==> src/rtl/ahfp_pkg.sv <==
// Shared types, constants and hex decode helpers for the addressed hex frame parser.
package ahfp_pkg;

  localparam int MAX_BYTES = 5;
  localparam int COUNT_CAP = 7;
  localparam logic [2:0] BYTE_LIMIT = 3'((MAX_BYTES > COUNT_CAP) ? COUNT_CAP : MAX_BYTES);

  localparam logic [7:0] CH_START = 8'h21;  // '!'
  localparam logic [7:0] CH_END   = 8'h2E;  // '.'
  localparam logic [7:0] CH_ZERO  = 8'h30;  // '0'
  localparam logic [7:0] CH_NINE  = 8'h39;  // '9'
  localparam logic [7:0] CH_UA    = 8'h41;  // 'A'
  localparam logic [7:0] CH_UF    = 8'h46;  // 'F'
  localparam logic [7:0] CH_LA    = 8'h61;  // 'a'
  localparam logic [7:0] CH_LZ    = 8'h7A;  // 'z'
  localparam logic [7:0] CASE_OFS = 8'h20;
  localparam logic [7:0] ALPHA_OFS = 8'h37;  // 'A' - 10

  localparam logic [1:0] PH_ADDR = 2'd0;
  localparam logic [1:0] PH_TAKE = 2'd1;
  localparam logic [1:0] PH_SKIP = 2'd2;

  localparam logic BOARD_ADDR_IDX = 1'b0;
  localparam logic [7:0] BOARD_ADDR_RST = 8'd20;

  typedef struct packed {
    logic [7:0] data_byte;
    logic       frame_end;
    logic [2:0] byte_count;
    logic       overflowed;
  } res_t;

  // {valid, value}
  function automatic logic [4:0] hex_digit(input logic [7:0] ch);
    logic [7:0] c;
    logic [7:0] d;
    c = ch;
    if (c >= CH_LA && c <= CH_LZ) begin
      c = c - CASE_OFS;
    end
    if (c >= CH_ZERO && c <= CH_NINE) begin
      d = c - CH_ZERO;
      hex_digit = {1'b1, d[3:0]};
    end else if (c >= CH_UA && c <= CH_UF) begin
      d = c - ALPHA_OFS;
      hex_digit = {1'b1, d[3:0]};
    end else begin
      hex_digit = 5'd0;
    end
  endfunction

  function automatic logic [7:0] pair_value(input logic [7:0] hi, input logic [7:0] lo);
    logic [4:0] h;
    logic [4:0] l;
    h = hex_digit(hi);
    l = hex_digit(lo);
    pair_value = (h[4] && l[4]) ? {h[3:0], l[3:0]} : 8'd0;
  endfunction

endpackage

==> src/rtl/addressed_hex_frame_parser.sv <==
// Addressed hex frame parser: character state machine, APB register and output buffer.
//
// One ASCII character is taken per clock while in_ready is high. A request is decoded
// in the cycle it is accepted and its result, if any, is registered into the output
// register, or into the skid register when an older result is still waiting. The
// output side is a two-entry buffer (output register plus skid register), so the
// input keeps taking a character every cycle while the consumer stalls, until both
// entries are full; in_ready drops only once both entries are full. '!' restarts a
// frame at any point; the first two characters form the address, compared against
// board_address (APB offset 0x0, reset 20).
module addressed_hex_frame_parser import ahfp_pkg::*; (
  input  logic       clk,
  input  logic       rst,
  input  logic       psel,
  input  logic       penable,
  input  logic       pwrite,
  input  logic [2:0] paddr,
  input  logic [31:0] pwdata,
  output logic [31:0] prdata,
  output logic       pready,
  input  logic       in_valid,
  output logic       in_ready,
  input  logic [7:0] rx_byte,
  output logic       out_valid,
  input  logic       out_ready,
  output logic [7:0] data_byte,
  output logic       frame_end,
  output logic [2:0] byte_count,
  output logic       overflowed
);

  logic [7:0] board_address;
  logic [1:0] phase, phase_next;
  logic       addr_digit_seen, addr_digit_seen_next;
  logic [7:0] first_char, first_char_next;
  logic       pair_pending, pair_pending_next;
  logic [2:0] kept_count, kept_count_next;
  logic       overflow_flag, overflow_flag_next;

  logic       res_valid;
  res_t       res;
  res_t       out_res;
  res_t       skid_res;
  logic       skid_valid;
  logic       in_acc;
  logic       out_pop;

  // Register port
  assign pready = 1'b1;
  assign prdata = (paddr[2] == BOARD_ADDR_IDX) ? {24'd0, board_address} : 32'd0;

  always_ff @(posedge clk) begin
    if (rst) begin
      board_address <= BOARD_ADDR_RST;
    end else if (psel && penable && pwrite && pready && paddr[2] == BOARD_ADDR_IDX) begin
      board_address <= pwdata[7:0];
    end
  end

  assign in_ready = !skid_valid;
  assign in_acc   = in_valid && in_ready;
  assign out_pop  = out_valid && out_ready;

  // Per-character decode
  always_comb begin
    phase_next           = phase;
    addr_digit_seen_next = addr_digit_seen;
    first_char_next      = first_char;
    pair_pending_next    = pair_pending;
    kept_count_next      = kept_count;
    overflow_flag_next   = overflow_flag;
    res_valid            = 1'b0;
    res                  = '0;
    if (rx_byte == CH_START) begin
      phase_next           = PH_ADDR;
      addr_digit_seen_next = 1'b0;
      pair_pending_next    = 1'b0;
      kept_count_next      = 3'd0;
      overflow_flag_next   = 1'b0;
    end else begin
      unique case (phase)
        PH_ADDR: begin
          if (!addr_digit_seen) begin
            first_char_next      = rx_byte;
            addr_digit_seen_next = 1'b1;
          end else begin
            addr_digit_seen_next = 1'b0;
            pair_pending_next    = 1'b0;
            kept_count_next      = 3'd0;
            overflow_flag_next   = 1'b0;
            phase_next = (pair_value(first_char, rx_byte) == board_address) ? PH_TAKE : PH_SKIP;
          end
        end
        PH_TAKE: begin
          if (rx_byte == CH_END) begin
            res_valid         = 1'b1;
            res.frame_end     = 1'b1;
            res.byte_count    = kept_count;
            res.overflowed    = overflow_flag;
            phase_next        = PH_SKIP;
            pair_pending_next = 1'b0;
          end else if (!pair_pending) begin
            first_char_next   = rx_byte;
            pair_pending_next = 1'b1;
          end else begin
            pair_pending_next = 1'b0;
            if (kept_count >= BYTE_LIMIT) begin
              overflow_flag_next = 1'b1;
            end else begin
              kept_count_next = kept_count + 3'd1;
              res_valid       = 1'b1;
              res.data_byte   = pair_value(first_char, rx_byte);
              res.byte_count  = kept_count + 3'd1;
              res.overflowed  = overflow_flag;
            end
          end
        end
        default: begin
        end
      endcase
    end
  end

  always_ff @(posedge clk) begin
    if (rst) begin
      phase           <= PH_ADDR;
      addr_digit_seen <= 1'b0;
      first_char      <= 8'd0;
      pair_pending    <= 1'b0;
      kept_count      <= 3'd0;
      overflow_flag   <= 1'b0;
    end else if (in_acc) begin
      phase           <= phase_next;
      addr_digit_seen <= addr_digit_seen_next;
      first_char      <= first_char_next;
      pair_pending    <= pair_pending_next;
      kept_count      <= kept_count_next;
      overflow_flag   <= overflow_flag_next;
    end
  end

  // Output register plus skid entry
  always_ff @(posedge clk) begin
    if (rst) begin
      out_valid  <= 1'b0;
      skid_valid <= 1'b0;
    end else begin
      priority if (in_acc && res_valid) begin
        if (!out_valid || out_pop) begin
          out_valid <= 1'b1;
          if (skid_valid) begin
            skid_valid <= 1'b1;
          end
        end else begin
          skid_valid <= 1'b1;
        end
      end else if (out_pop) begin
        out_valid  <= skid_valid;
        skid_valid <= 1'b0;
      end
    end
  end

  always_ff @(posedge clk) begin
    if (in_acc && res_valid) begin
      if (!out_valid || out_pop) begin
        if (skid_valid) begin
          out_res  <= skid_res;
          skid_res <= res;
        end else begin
          out_res <= res;
        end
      end else begin
        skid_res <= res;
      end
    end else if (out_pop && skid_valid) begin
      out_res <= skid_res;
    end
  end

  assign data_byte  = out_res.data_byte;
  assign frame_end  = out_res.frame_end;
  assign byte_count = out_res.byte_count;
  assign overflowed = out_res.overflowed;

  a_skid_behind_out: assert property (@(posedge clk) disable iff (rst)
    skid_valid |-> out_valid)
    else $error("skid entry held without output entry");

  a_start_clears: assert property (@(posedge clk) disable iff (rst)
    in_acc && rx_byte == CH_START |=>
      phase == PH_ADDR && kept_count == 3'd0 && !overflow_flag && !addr_digit_seen)
    else $error("frame start did not clear frame state");

  a_ovf_at_limit: assert property (@(posedge clk) disable iff (rst)
    overflow_flag |-> kept_count == BYTE_LIMIT)
    else $error("overflow flagged below byte limit");

  a_count_bound: assert property (@(posedge clk) disable iff (rst)
    kept_count <= BYTE_LIMIT)
    else $error("kept byte count beyond limit");

  a_byte_counted: assert property (@(posedge clk) disable iff (rst)
    out_valid && !frame_end |-> byte_count != 3'd0)
    else $error("payload byte request with zero count");

endmodule
==> config.mk <==
export PLATFORM = sky130hd
export DESIGN_NAME = addressed_hex_frame_parser
export DESIGN_NICKNAME = d
export VERILOG_FILES = /design/src/rtl/ahfp_pkg.sv /design/src/rtl/addressed_hex_frame_parser.sv
export SDC_FILE = /design/constraint.sdc
export NUM_CORES = 1
export LEC_CHECK = 0
export BUFFER_PORTS_ARGS = -buffer_cell sky130_fd_sc_hd__buf_4
export CORE_MARGIN = 2
export CORE_UTILIZATION = 30
export DETAILED_ROUTE_END_ITERATION = 8
export GPL_TIMING_DRIVEN = 1
export PLACE_DENSITY_LB_ADDON = 0.2
export SYNTH_ARGS = -nofsm -noshare
export SYNTH_HDL_FRONTEND = slang
export SYNTH_SLANG_ARGS = --single-unit
==> constraint.sdc <==
create_clock -name clk -period 3.1 [get_ports clk]
set_input_delay 0.465 -clock clk [delete_from_list [all_inputs] [get_ports clk]]
set_output_delay 0.465 -clock clk [all_outputs]
set_load 0.1 [all_outputs]
# After elaboration in Yosys (flattened, before gate mapping)
# Index checks and enable logic that the tools add are counted.
# word_totals
out_inout_bits	48
regBits	52
inputBits	50
# op_classes
addsub	11
bitwise	2
muxes	100
magnitude_cmp	21
n_reduce_logical	37
eq_ne	15
# ops
cell	count
$mux W8	27
$mux W5	24
$mux W13	8
$ge A8 B7 Y1 const B	6
$le A8 B7 Y1 const B	6
$ge A8 B6 Y1 const B	4
$le A8 B6 Y1 const B	4
$mux W1	24
$logic_and A1 B1 Y1	19
$ne A3 B3 Y1 const B	6
$reduce_and A6 Y1	3
$eq A8 B6 Y1 const B	2
$pmux W8 S2	1
$sub A4 B1 Y4 const B	4
$sub A4 B3 Y4 const B	4
$sub A8 B6 Y8 const B	2
$mux W3	5
$mux W4	3
$eq A8 B8 Y1	1
$mux W2	4
$ne A2 B2 Y1 const B	4
$reduce_and A2 Y1	4
$reduce_bool A2 Y1	4
$pmux W3 S2	1
13 further kinds	16

# Logic depth before layout (Yosys ltp)
# depth
ltp_word	27
mapped_depth	10

# Worst setup path before layout
# Ideal clock, no wire load.
# synth_timing
path_type	input to register
from	in rx_byte[4]
to	reg out_res (netlist bit byte_count[0]) (enable)
arrival_ps	2567
path_slack_ps	145
stages	8
setup_ps	387
path_cell_list	nor4b_1 -> nand4_1 -> a21oi_1 -> and2_0 -> buf_2 -> buf_2 -> a21oi_1 -> a21oi_1
# synth_via
elab_chain_len	7
word_cells_on_any_way	9
cone_classes	eq/ne: 3; mux: 3; reduce/logical: 3
# synth_rtl
element	line_no	text
start, declared	addressed_hex_frame_parser.sv:23	input logic [7:0] rx_byte,
$eq A8 B6 Y1	addressed_hex_frame_parser.sv:95	if (rx_byte == CH_END) begin
$mux W1	addressed_hex_frame_parser.sv:95	
$mux W1	addressed_hex_frame_parser.sv:81	unique case (phase)
$mux W1 (*)	addressed_hex_frame_parser.sv:74	if (rx_byte == CH_START) begin
$logic_and A1 B1 Y1 (*)	addressed_hex_frame_parser.sv:165	if (in_acc && res_valid) begin
$ne A2 B1 Y1 (no source line) / $reduce_bool A2 Y1 (equally long branches)	-	
$reduce_and A2 Y1 (no source line) (*)	-	
end signal, assigned	addressed_hex_frame_parser.sv:168	out_res <= skid_res;
end signal, assigned	addressed_hex_frame_parser.sv:171	out_res <= res;
end signal, assigned	addressed_hex_frame_parser.sv:177	out_res <= skid_res;
end, declared	addressed_hex_frame_parser.sv:42	res_t out_res;
# Mark *: on every way between the ends. The rest lies on a longest branch, timed or not.
# A chain may end at the register's enable or synchronous reset.

# Worst setup path after layout
# layout_timing
from	reg first_char[1]
to	reg phase[1]
# layout_via
elab_chain_len	20
word_cells_on_any_way	28
cone_classes	add/sub: 3; order compare: 6; eq/ne: 1; mux: 14; reduce/logical: 4
# layout_rtl
element	line_no	text
start, declared	addressed_hex_frame_parser.sv:35	logic [7:0] first_char, first_char_next;
start signal, assigned	addressed_hex_frame_parser.sv:135	first_char <= first_char_next;
$ge A8 B7 Y1 / $le A8 B7 Y1 (equally long branches)	ahfp_pkg.sv:38	if (c >= CH_LA && c <= CH_LZ) begin
$logic_and A1 B1 Y1	ahfp_pkg.sv:38	
$mux W8 (*)	ahfp_pkg.sv:38	
$mux W8 (*)	addressed_hex_frame_parser.sv:83	if (!addr_digit_seen) begin
$mux W8 (*)	addressed_hex_frame_parser.sv:81	
$mux W8 (*)	addressed_hex_frame_parser.sv:74	
$ge A8 B7 Y1 / $le A8 B7 Y1 (equally long branches)	ahfp_pkg.sv:44	end else if (c >= CH_UA && c <= CH_UF) begin
$logic_and A1 B1 Y1	ahfp_pkg.sv:44	
[... 4 more ...]	-	
$mux W5 (*)	addressed_hex_frame_parser.sv:74	
$logic_and A1 B1 Y1	ahfp_pkg.sv:57	pair_value = (h[4] && l[4]) ? {h[3:0], l[3:0]} : 8'd0;
$mux W8 (*)	ahfp_pkg.sv:57	
$eq A8 B8 Y1 (*)	addressed_hex_frame_parser.sv:91	phase_next = (pair_value(first_char, rx_byte) == board_address) ? PH_TAKE : PH_SKIP;
$mux W2 (*)	addressed_hex_frame_parser.sv:91	
$mux W2 (*)	addressed_hex_frame_parser.sv:83	
$pmux W2 S2 (*)	addressed_hex_frame_parser.sv:81	
$mux W2 (*)	addressed_hex_frame_parser.sv:74	
end signal, assigned	addressed_hex_frame_parser.sv:133	phase <= phase_next;
end, declared	addressed_hex_frame_parser.sv:33	logic [1:0] phase, phase_next;
# Mark *: on every way between the ends. The rest lies on a longest branch, timed or not. The select of a mux whose other input is x is not followed.

==> results.sh <==
export IMPL_outcome="complete, no violations"
export IMPL_synth_ff_type="edfxtp_1"
export IMPL_placed_area_mm2=0.003621
export IMPL_cts_sinks=52
export IMPL_intPower_w=0.001042
export IMPL_numCtsBuffers=5
export IMPL_drc=0
export IMPL_synth_area_per_cell_um2=8.873
export IMPL_yosysTopAreaCell="edfxtp_1"
export IMPL_rsz0062_at_grt="false"
export IMPL_clock_latency_ns=0.30
export IMPL_cts_tree="done"
export IMPL_wl_mm=6.681
export IMPL_crit_path_start_kind="register"
export IMPL_yosysTopAreaCellShare_pct=24.37
export IMPL_antenna_found_initial=0
export IMPL_io_pins=98
export IMPL_crit_path_max_fanout=7
export IMPL_max_freq_mhz=371.5
export IMPL_drtIter0Drc=141
export IMPL_clk_pin_slew_ns=0.10
export IMPL_layout_min_cycle_time_ns=2.692
export IMPL_dp_slack_ns=0.1384
export IMPL_ys_seq_area_share_pct=40.63
export IMPL_grt_start_max_net_pins=28
export IMPL_track_usage_pct=11.75
export IMPL_numPortBuffers=46
export IMPL_p_leak_nw=1.493
export IMPL_power_total_w=0.001517
export IMPL_worst_slack_ns=0.4084
export IMPL_post_cts_resized=0
export IMPL_hold_class="in -> reg"
export IMPL_tightestPinTransition_ns=0.6849
export IMPL_routabilityCongestion=0.8456
export IMPL_fp_dieH_um=107.3
export IMPL_rows=37
export IMPL_p_sw_w=0.0004745
export IMPL_yosysWarnings=0
export IMPL_grt_pass1_vias=2246
export IMPL_path_class="reg -> reg"
export IMPL_dp_hpwl_mm=5.184
export IMPL_drt_vias_per_instance=4.717
export IMPL_skew_ns=0.004551
export IMPL_netlist_top_cells_area="edfxtp_1, dfxtp_1, buf_4"
export IMPL_finalSetupTns_ns=0
export IMPL_seq_power_share_pct=49.0
export IMPL_setup_viol=0
export IMPL_relSlewSlack_pct=54.13
export IMPL_ant_nets=0
export IMPL_drv_slew=0
export IMPL_fin_crit_sh_pct=86.83
export IMPL_vias=2571
export IMPL_synth_distinct_cells=59
export IMPL_cts_hold_buf=0
export IMPL_num_antenna_cells=0
export IMPL_setup_worst_path_end_class="register"
export IMPL_stdcell_area_mm2=0.003732
export IMPL_crit_arrival_ns=2.89
export IMPL_power_share_combinational_pct=20.2
export IMPL_first_pass_iters=4
export IMPL_finalHoldViolCount=0
export IMPL_synthesis_instances=361
export IMPL_cp_required_ns=3.29
export IMPL_clockBufferDepth=2
export IMPL_dieWidth_um=107.3
export IMPL_nNetsFinal=472
export IMPL_core_mm2=0.01032
export IMPL_maxCapViolations=0
export IMPL_power_share_clock_pct=30.8
export IMPL_gr_total_overflow=0
export IMPL_post_route_util_pct=36.15
export IMPL_die_area_mm2=0.01152
export IMPL_final_common_cell="buf_4"
export IMPL_ys_ff_latch=52
export IMPL_grt_pass1_wl_mm=10.97
export IMPL_synth_edff_count=26
export IMPL_peakVddDrop_mv=0.1770
export IMPL_power_density_mw_per_mm2=406.3
export IMPL_area_growth_pct=16.52
export IMPL_async_flop_share_pct=0
export IMPL_wl_per_cell_um=12.26
export IMPL_final_cell_mix="buf_4, nor2_1, nand2_1, a21oi_1"
export IMPL_root_buffer="clkbuf_8"
export IMPL_h_tree_depth=2
export IMPL_netlist_area_mm2=0.003203
export IMPL_initial_utilization_pct=31.03
export IMPL_post_cts_buffers=0
export IMPL_drive_above_1_share_pct=17.85
export IMPL_switching_share_pct=31.29
stage by stage:
step	std cells	hold slack, ns
5_1_grt	545	0.3305
2_1_floorplan	384	0.4487
3_3_place_gp	537	0.4832
4_1_cts	545	0.3277
6_report	545	0.3433
3_5_place_dp	537	0.4891
state kept, by name, summed over array words and instances (netlist names):
register / cells
phase: 2
overflow_flag: 1
frame_end: 1
skid_res: 13
byte_count: 3
first_char: 8
addr_digit_seen: 1
overflowed: 1
out_valid: 1
data_byte: 8
pair_pending: 1
kept_count: 3
skid_valid: 1
board_address: 8
metal layers:
metal | vias up | routed length [um] | GRT usage (%)
met5 | - | 0 | 0
met4 | 0 | 38 | 2.747
met3 | 4 | 373 | 2.361
met2 | 70 | 3003 | 18.26
met1 | 1180 | 3265 | 16.81
li1 | 1317 | - | -
final timing paths:
path                                 start  cells after the start                       endpoint  slack (ns)
min                              out_ready                      2        skid_valid$_SDFFE_PP0P_        0.34
max reg2reg     first_char[1]$_SDFFE_PP0P_                      9          phase[1]$_SDFFE_PP0P_        0.41
max             first_char[1]$_SDFFE_PP0P_                      9          phase[1]$_SDFFE_PP0P_        0.41
min reg2reg  board_address[1]$_SDFFE_PP0P_                      2  board_address[1]$_SDFFE_PP0P_        0.51
critical path, cell delays in order (launching register included):
cell	delay (ns)
dfxtp_1	0.42
inv_1	0.11
ha_1	0.20
nand2b_1	0.17
o2111ai_1	0.48
o2bb2a_1	0.33
o31a_1	0.17
o31a_1	0.12
o2111ai_1	0.15
o41a_1	0.43
power by group through the flow:
stage	sequential [W]	combinational, W	clock [W]
2_1_floorplan	0.000752	0.000277	0
3_3_place_gp	0.000758	0.000306	0
3_5_place_dp	0.000758	0.000306	0
4_1_cts	0.000742	0.000307	0.000487
5_1_grt	0.000745	0.000328	0.000516
6_report	0.000743	0.000307	0.000467
Yosys cell counts, drive strengths merged (2+ instances only):
cell type  instances
a211oi             2
a21o               2
a21oi             33
a2bb2oi            2
a31oi              4
and2               5
and3               2
and3b              2
buf               31
clkbuf             6
conb               2
dfxtp             26
edfxtp            26
ha                14
inv               15
mux2              10
mux2i              4
nand2             38
nand2b             5
nand3              9
nand3b             4
nand4              3
nand4bb            2
nor2              44
nor2b             12
nor3               3
nor3b              2
nor4               3
nor4b              5
o2111ai            2
o21ai             14
o21bai             2
o31a               2
o31ai              4
or2                2
xnor2              3
kinds of logic after synthesis:
logic type / Yosys count / share of synthesized area, %
AOI/OAI and AO/OA: 78 / 15.55
xor gates and xnor gates: 4 / 1.094
adders and majority gates: 14 / 5.469
buffers and inverters: 52 / 9.375
DFF: 52 / 40.63
muxes: 14 / 4.766
other: 2 / 0.2345
and+or+nand+nor: 145 / 22.89
layout make-up:
type                            count  area [um^2]
Clock buffer                        6        72.57
Clock inverter                      2        38.79
Fill cell                        1053         6591
Inverter                           15        56.30
Multi-Input combinational cell    280         1688
Sequential cell                    52         1301
Tap cell                          136        170.2
Timing Repair Buffer               54        405.4
Power figures use the tool's default switching activity.
